$ cat src/dqd_pkg.sv
// ----------------------------------------------------------------------------
// Deque package
// Shared constants, operation codes and interface types of the deque block.
// ----------------------------------------------------------------------------
package dqd_pkg;

    localparam int DEPTH   = 32;
    localparam int SLOT_W  = $clog2(DEPTH);
    localparam int COUNT_W = $clog2(DEPTH + 1);
    localparam int VALUE_W = 32;

    localparam logic [1:0] MODE_PUSH_HEAD = 2'd0;
    localparam logic [1:0] MODE_PUSH_TAIL = 2'd1;
    localparam logic [1:0] MODE_POP_HEAD  = 2'd2;
    localparam logic [1:0] MODE_POP_TAIL  = 2'd3;

    typedef struct packed {
        logic [1:0]                mode;
        logic signed [VALUE_W-1:0] push_value;
    } request_t;

    typedef struct packed {
        logic signed [VALUE_W-1:0] item_value;
        logic                      last;
        logic                      dropped;
    } result_t;

    typedef struct packed {
        logic load;
        logic update;
        logic read;
    } dqd_cmd_t;

    typedef struct packed {
        logic empty_next;
        logic at_last;
    } dqd_status_t;

endpackage

$ cat src/dqd_ram.sv
// ----------------------------------------------------------------------------
// Generic RAM
// One write port and one read port with registered read data.
// ----------------------------------------------------------------------------
module dqd_ram #(
    parameter int WIDTH = 32,
    parameter int DEPTH = 32
) (
    input  logic                     clk,
    input  logic                     we,
    input  logic [$clog2(DEPTH)-1:0] waddr,
    input  logic [WIDTH-1:0]         wdata,
    input  logic                     re,
    input  logic [$clog2(DEPTH)-1:0] raddr,
    output logic [WIDTH-1:0]         rdata
);

    logic [WIDTH-1:0] mem_reg [DEPTH];
    logic [WIDTH-1:0] rdata_reg;

    always_ff @(posedge clk)
    begin
        if (we)
        begin
            mem_reg[waddr] <= wdata;
        end
        if (re)
        begin
            rdata_reg <= mem_reg[raddr];
        end
    end

    assign rdata = rdata_reg;

endmodule

$ cat src/dqd_dpath.sv
// ----------------------------------------------------------------------------
// Deque datapath
// Holds the request, the head slot, the entry count, the ring store and the
// dump index, and carries out the commands of the controller.
// ----------------------------------------------------------------------------
module dqd_dpath
    import dqd_pkg::*;
(
    input  logic                      clk,
    input  logic                      rst_n,
    input  request_t                  request,
    input  dqd_cmd_t                  cmd,
    output dqd_status_t               status,
    output logic signed [VALUE_W-1:0] rd_value,
    output logic                      dropped
);

    localparam logic [COUNT_W-1:0] DEPTH_C    = COUNT_W'(DEPTH);
    localparam logic [COUNT_W:0]   DEPTH_WIDE = (COUNT_W + 1)'(DEPTH);
    localparam logic [SLOT_W-1:0]  LAST_SLOT  = SLOT_W'(DEPTH - 1);

    request_t             req_reg;
    logic [SLOT_W-1:0]    head_reg,    head_next;
    logic [COUNT_W-1:0]   count_reg,   count_next;
    logic [SLOT_W-1:0]    index_reg,   index_next;
    logic                 dropped_reg, dropped_next;

    logic                 full;
    logic                 empty;
    logic [SLOT_W-1:0]    head_dec;
    logic [SLOT_W-1:0]    head_inc;
    logic [COUNT_W:0]     tail_sum;
    logic [SLOT_W-1:0]    tail_slot;
    logic [COUNT_W:0]     read_sum;
    logic [SLOT_W-1:0]    read_slot;
    logic                 we;
    logic [SLOT_W-1:0]    waddr;
    logic [VALUE_W-1:0]   rdata;

    assign full     = (count_reg == DEPTH_C);
    assign empty    = (count_reg == '0);
    assign head_dec = (head_reg == '0) ? LAST_SLOT : head_reg - 1'b1;
    assign head_inc = (head_reg == LAST_SLOT) ? '0 : head_reg + 1'b1;

    assign tail_sum  = (COUNT_W + 1)'(head_reg) + (COUNT_W + 1)'(count_reg);
    assign tail_slot = (tail_sum >= DEPTH_WIDE) ? SLOT_W'(tail_sum - DEPTH_WIDE)
                                                : SLOT_W'(tail_sum);
    assign read_sum  = (COUNT_W + 1)'(head_reg) + (COUNT_W + 1)'(index_reg);
    assign read_slot = (read_sum >= DEPTH_WIDE) ? SLOT_W'(read_sum - DEPTH_WIDE)
                                                : SLOT_W'(read_sum);

    always_comb
    begin
        head_next    = head_reg;
        count_next   = count_reg;
        index_next   = index_reg;
        dropped_next = dropped_reg;
        we           = 1'b0;
        waddr        = tail_slot;
        if (cmd.update)
        begin
            index_next   = '0;
            dropped_next = 1'b0;
            unique case (req_reg.mode)
                MODE_PUSH_HEAD:
                begin
                    if (full)
                    begin
                        dropped_next = 1'b1;
                    end
                    else
                    begin
                        head_next  = head_dec;
                        count_next = count_reg + 1'b1;
                        we         = 1'b1;
                        waddr      = head_dec;
                    end
                end
                MODE_PUSH_TAIL:
                begin
                    if (full)
                    begin
                        dropped_next = 1'b1;
                    end
                    else
                    begin
                        count_next = count_reg + 1'b1;
                        we         = 1'b1;
                    end
                end
                MODE_POP_HEAD:
                begin
                    if (!empty)
                    begin
                        head_next  = head_inc;
                        count_next = count_reg - 1'b1;
                    end
                end
                default:
                begin
                    if (!empty)
                    begin
                        count_next = count_reg - 1'b1;
                    end
                end
            endcase
        end
        else if (cmd.read)
        begin
            index_next = index_reg + 1'b1;
        end
    end

    always_ff @(posedge clk)
    begin
        if (cmd.load)
        begin
            req_reg <= request;
        end
    end

    always_ff @(posedge clk or negedge rst_n)
    begin
        if (!rst_n)
        begin
            head_reg    <= '0;
            count_reg   <= '0;
            index_reg   <= '0;
            dropped_reg <= 1'b0;
        end
        else
        begin
            head_reg    <= head_next;
            count_reg   <= count_next;
            index_reg   <= index_next;
            dropped_reg <= dropped_next;
        end
    end

    dqd_ram #(
        .WIDTH (VALUE_W),
        .DEPTH (DEPTH)
    ) u_ring (
        .clk   (clk),
        .we    (we),
        .waddr (waddr),
        .wdata (req_reg.push_value),
        .re    (cmd.read),
        .raddr (read_slot),
        .rdata (rdata)
    );

    assign status.empty_next = (req_reg.mode == MODE_POP_HEAD ||
                                req_reg.mode == MODE_POP_TAIL) &&
                               (count_reg <= COUNT_W'(1));
    assign status.at_last    = ((COUNT_W)'(index_reg) + 1'b1 == count_reg);
    assign rd_value          = rdata;
    assign dropped           = dropped_reg;

    assert property (@(posedge clk) disable iff (!rst_n) count_reg <= DEPTH_C)
        else $error("Entry count exceeds the ring depth.");

    assert property (@(posedge clk) disable iff (!rst_n)
        (cmd.update && count_reg == DEPTH_C &&
         (req_reg.mode == MODE_PUSH_HEAD || req_reg.mode == MODE_PUSH_TAIL))
        |=> (dropped_reg && $stable(count_reg) && $stable(head_reg)))
        else $error("A push into a full queue changed the queue.");

    assert property (@(posedge clk) disable iff (!rst_n)
        cmd.read |-> ((COUNT_W)'(index_reg) < count_reg))
        else $error("Dump read beyond the entries held.");

endmodule

$ cat src/dqd_ctrl.sv
// ----------------------------------------------------------------------------
// Deque controller
// Sequences the accept, update and dump phases of each request.
// ----------------------------------------------------------------------------
module dqd_ctrl
    import dqd_pkg::*;
(
    input  logic        clk,
    input  logic        rst_n,
    input  logic        start,
    output logic        busy,
    input  dqd_status_t status,
    output dqd_cmd_t    cmd,
    output logic        strobe,
    output logic        last
);

    localparam logic [1:0] ST_IDLE   = 2'd0;
    localparam logic [1:0] ST_UPDATE = 2'd1;
    localparam logic [1:0] ST_READ   = 2'd2;

    logic [1:0] state_reg,  state_next;
    logic       strobe_reg, strobe_next;
    logic       last_reg,   last_next;

    always_comb
    begin
        state_next  = state_reg;
        strobe_next = 1'b0;
        last_next   = 1'b0;
        cmd.load    = 1'b0;
        cmd.update  = 1'b0;
        cmd.read    = 1'b0;
        unique case (state_reg)
            ST_IDLE:
            begin
                if (start)
                begin
                    cmd.load   = 1'b1;
                    state_next = ST_UPDATE;
                end
            end
            ST_UPDATE:
            begin
                cmd.update = 1'b1;
                state_next = status.empty_next ? ST_IDLE : ST_READ;
            end
            ST_READ:
            begin
                cmd.read    = 1'b1;
                strobe_next = 1'b1;
                last_next   = status.at_last;
                if (status.at_last)
                begin
                    state_next = ST_IDLE;
                end
            end
            default:
            begin
                state_next = ST_IDLE;
            end
        endcase
    end

    always_ff @(posedge clk or negedge rst_n)
    begin
        if (!rst_n)
        begin
            state_reg  <= ST_IDLE;
            strobe_reg <= 1'b0;
            last_reg   <= 1'b0;
        end
        else
        begin
            state_reg  <= state_next;
            strobe_reg <= strobe_next;
            last_reg   <= last_next;
        end
    end

    assign busy   = (state_reg != ST_IDLE);
    assign strobe = strobe_reg;
    assign last   = last_reg;

    assert property (@(posedge clk) disable iff (!rst_n)
        (start && !busy) |=> (state_reg == ST_UPDATE))
        else $error("An accepted request did not enter the update phase.");

    assert property (@(posedge clk) disable iff (!rst_n)
        strobe_reg |-> $past(state_reg == ST_READ))
        else $error("A result appeared without a preceding dump read.");

    assert property (@(posedge clk) disable iff (!rst_n)
        last_reg |=> (state_reg == ST_IDLE && !strobe_reg) || (state_reg == ST_UPDATE))
        else $error("The dump went on after its last entry.");

endmodule

$ cat src/deque_with_content_dump.sv
// ----------------------------------------------------------------------------
// Double-ended queue with content dump
// A bounded deque of signed 32-bit values in a ring store; after each
// request the whole contents are listed from head to tail.
// ----------------------------------------------------------------------------
//  Channel   Signals                      Handshake
//  request   request (mode, push_value)   taken when start is high, busy low
//  result    result (item_value, last,    one entry per cycle, marked by
//            dropped)                     strobe, cannot be held off
//
//  A request steps through an accept, an update of the ring, and then one
//  read of the ring RAM per entry left after the operation.
//  The single read port of the ring RAM sets the dump to one entry a cycle.
//  Results come in the cycle after their reads; the last appears as busy falls.
//  Reset clears the head slot and the entry count; the ring needs no clearing.
//  The receiver cannot stall the dump.
// ----------------------------------------------------------------------------
module deque_with_content_dump
    import dqd_pkg::*;
(
    input  logic     clk,
    input  logic     rst_n,
    input  logic     start,
    output logic     busy,
    input  request_t request,
    output logic     strobe,
    output result_t  result
);

    dqd_cmd_t                  cmd;
    dqd_status_t               status;
    logic signed [VALUE_W-1:0] rd_value;
    logic                      dropped;
    logic                      last;

    dqd_ctrl u_ctrl (
        .clk    (clk),
        .rst_n  (rst_n),
        .start  (start),
        .busy   (busy),
        .status (status),
        .cmd    (cmd),
        .strobe (strobe),
        .last   (last)
    );

    dqd_dpath u_dpath (
        .clk      (clk),
        .rst_n    (rst_n),
        .request  (request),
        .cmd      (cmd),
        .status   (status),
        .rd_value (rd_value),
        .dropped  (dropped)
    );

    assign result.item_value = rd_value;
    assign result.last       = last;
    assign result.dropped    = dropped;

endmodule

$ cat config.mk
export PLATFORM = sky130hd
export DESIGN_NAME = deque_with_content_dump
export DESIGN_NICKNAME = d
export VERILOG_FILES = /design/src/dqd_pkg.sv /design/src/dqd_ram.sv /design/src/dqd_dpath.sv /design/src/dqd_ctrl.sv /design/src/deque_with_content_dump.sv
export SDC_FILE = /design/constraint.sdc
export NUM_CORES = 1
export LEC_CHECK = 0
export ABC_AREA = 1
export BUFFER_PORTS_ARGS = -buffer_cell sky130_fd_sc_hd__buf_2
export CAP_MARGIN = 20
export CORE_MARGIN = 4
export CORE_UTILIZATION = 35
export CTS_CLUSTER_DIAMETER = 100
export DETAILED_ROUTE_END_ITERATION = 16
export SYNTH_ARGS = -nofsm -noshare
export SYNTH_HDL_FRONTEND = slang
export SYNTH_SLANG_ARGS = --single-unit
$ cat constraint.sdc
create_clock -name clk -period 3.5 [get_ports clk]
set_clock_uncertainty 0.2 [all_clocks]
set_input_delay 0.35 -clock clk [delete_from_list [all_inputs] [get_ports clk]]
set_output_delay 0.35 -clock clk [all_outputs]
set_load 0.005 [all_outputs]
==> flow_summary.yaml <==
timing:
  hold_viol: 0
  drv_slew: 0
  finalSetupViolations: 0
  post-route-period-util: 0.993
  tns_ns: 0
  rsz0062_at_grt: "true"
  fmax_mhz: 288
  worst_pin_slew_ns: 1.14
  relSlewSlack: 0.240
  min_period_ns: 3.48
setup_path:
  r2r_end: "u_dpath.u_ring.mem_reg[18][6]"
  worst-endpoint-required_ns: 3.63
  rrSetupSlack_ns: 0.02
  endpoint_kind: "register"
  worstPathMaxFanout: 13
  cp_data_arrival_time_ns: 3.61
  timing.rr.start: "u_dpath.count_reg[0]"
  r2r_cells: 10
  cp-start-kind: "register"
  critPathKind: "register to register"
logic_synthesis:
  yosysSeqAreaShare: 0.748
  syn_area_per_cell_um2: 13.0
  synth_top_cell_area_share: 0.736
  synth-seq-cells: 1111
  synthDistinctLibCells: 36
  synth-edff-count: 1090
  ys.flop_type: "edfxtp_1"
  syn_nets: 3482
  synth_area_leaders: "edfxtp_1 (74%), nor2_1 (6.9%), o21ai_0 (5.4%), o211ai_1 (4.4%), nand2_1 (1.9%)"
  ys_warn_count: 0
  syn_inst: 3424
  syn_area_um2: 44400
  yosysTopAreaCell: "edfxtp_1"
  async_flop_share: 0.0189
place:
  place_inst: 5047
  numPortBuffers: 72
  gp_congestion: 0.827
  dp_hpwl_mm: 67.3
clocking:
  path_clk_slew_ns: 0.07
  h-tree-depth: 3
  cts_tree: "yes"
  clock-sinks: 1111
  cts-root-buf: "clkbuf_16"
  clockBufferDepth: 3
  clock_latency_ns: 0.68
  postCtsSetupBuffers: 0
  cts_buffers: 107
global_route:
  first_global_vias: 26848
  track_usage: 0.185
  grt-ovfl-total: 0
  grt_start_max_net_pins: 116
  antenna_found_initial: 6
  grt_first_pass_wirelength_mm: 182
cells_and_area:
  fin_nets: 3608
  instances_no_fill: 5288
  drive_above_1_share: 0.116
  largest_reg_flops: 1024
  synthToLayoutAreaGrowth_pct: 16.7
min_path:
  worstHoldPathCells: 2
  worstHoldPathType: "input pin to register"
  hold_end: "u_dpath.req_reg[11]"
  min_from: "request[11]"
routing:
  drt-pass1-iter-count: 5
  drt_iter0_drc: 3302
  wl_mm: 126
  route.detailed.drc: 0
  wl_per_cell_um: 23.8
  drtAntennaViolNets: 0
  route.vias.total: 28283
  via_per_inst: 5.35
die:
  rows: 130
  die_w_um: 364
  die_y_um: 364
  coreArea_um2: 126000
  pin_count: 73
  die_area_um2: 133000
  start_util: 0.353
flow_run:
  cap_viol_max_count: 0
status:
  outcome: "complete, no violations"
[worst max-delay path: stages, from the launching register on]
cell and delay (ns):
dfrtp_1 0.54, inv_1 0.19, ha_1 0.23, inv_1 0.06, nor2_2 0.06, a21oi_4 0.31
nand2_4 0.15, o21ai_2 0.27, nand3_2 0.46, nor2_4 0.32, buf_4 0.35
[worst max-delay path by stage]
stage / from / end / slack (ns)
floorplan: u_dpath.count_reg[0] / u_dpath.u_ring.mem_reg[1][0] / -0.20
global placement: u_dpath.count_reg[0] / u_dpath.u_ring.mem_reg[13][24] / 0.12
detailed placement: u_dpath.count_reg[0] / u_dpath.u_ring.mem_reg[13][26] / 0.08
CTS: u_dpath.count_reg[0] / u_dpath.u_ring.mem_reg[13][27] / 0.07
global route: u_dpath.count_reg[0] / u_dpath.u_ring.mem_reg[18][18] / -0.05
finish: u_dpath.count_reg[0] / u_dpath.u_ring.mem_reg[18][6] / 0.02
[synthesized netlist by cell type (13+ instances only)]
library cell and count:
xor2_1 13, nand3_1 155, edfxtp_1 1090, ha_1 19, nor2_1 818, o21ai_0 483, nand2_1 226, o21ai_1 36
clkbuf_1 98, buf_4 15, buf_2 54, buf_1 32, o211ai_1 258, dfrtp_1 21, inv_1 34, buf_6 21
[layer usage]
| metal | routed length (um) | track usage | vias to the layer above |
|---|---|---|---|
| li1 | - | - | 12771 |
| met1 | 52700 | 0.258 | 14084 |
| met2 | 57900 | 0.292 | 1232 |
| met3 | 11900 | 0.0425 | 194 |
| met4 | 3220 | 0.0551 | 2 |
| met5 | 8 | 0 | - |
[repair_timing]
| action | in CTS | in global routing |
|---|---|---|
| hold endpoints to repair | 57 | 0 |
| hold buffers | 38 | 0 |
| endpoints found under the setup margin | 0 | 60 |
| resized for setup | 0 | 3 |
[cells in the final DEF (no fill, tap or decap), drive strengths merged]
| master | count |
|---|---|
| o21ai | 521 |
| clkinv | 41 |
| o211ai | 258 |
| nand3 | 159 |
| xnor2 | 3 |
| dlygate4sd3 | 37 |
| buf | 201 |
| xor2 | 13 |
| a31oi | 1 |
| nand4 | 5 |
| nor3 | 1 |
| edfxtp | 1090 |
| nand2 | 228 |
| o31ai | 1 |
| inv | 46 |
| a21oi | 9 |
| o21a | 1 |
| clkinvlp | 4 |
| clkbuf | 136 |
| bufinv | 10 |
| a22oi | 2 |
| ha | 19 |
| diode | 2 |
| o22ai | 4 |
| nor2 | 820 |
| fa | 2 |
| or2 | 3 |
| dfrtp | 21 |
[stage by stage]
step	cell area, um2	setup WS (ns)	util	hold slack, ns
global route	51900	-0.0536	0.412	0.172
global placement	47900	0.124	0.380	0.158
finish	51900	0.0229	0.412	0.183
floorplan	44500	-0.195	-	-0.146
detailed placement	47900	0.0812	0.380	0.164
CTS	51700	0.0744	0.411	0.140
[area by class of cell]
cell class | instances | area, um2
fillers | 11560 | 74000
clock buffers | 136 | 2840
flip-flops and latches | 1111 | 33300
well taps | 1650 | 2060
inverters | 42 | 171
multi-input cells | 2050 | 10200
clock inverters | 59 | 579
diodes | 2 | 5.00
repair buffers | 238 | 2720
[cell families (layout without fill, tap and decap cells)]
group | count (synthesis) | count (layout) | synth area share
simple gates | 1216 | 1216 | 0.108
buf+inv | 263 | 475 | 0.0288
other cells | 0 | 2 | 0
xor+xnor | 16 | 16 | 0.00315
fa+ha+maj | 21 | 21 | 0.00625
compound gates | 797 | 797 | 0.105
flops | 1111 | 1111 | 0.748
Power is left out: the tool's default activity adds up to more than one toggle a clock period on the data nets, which glitch-free logic cannot reach.
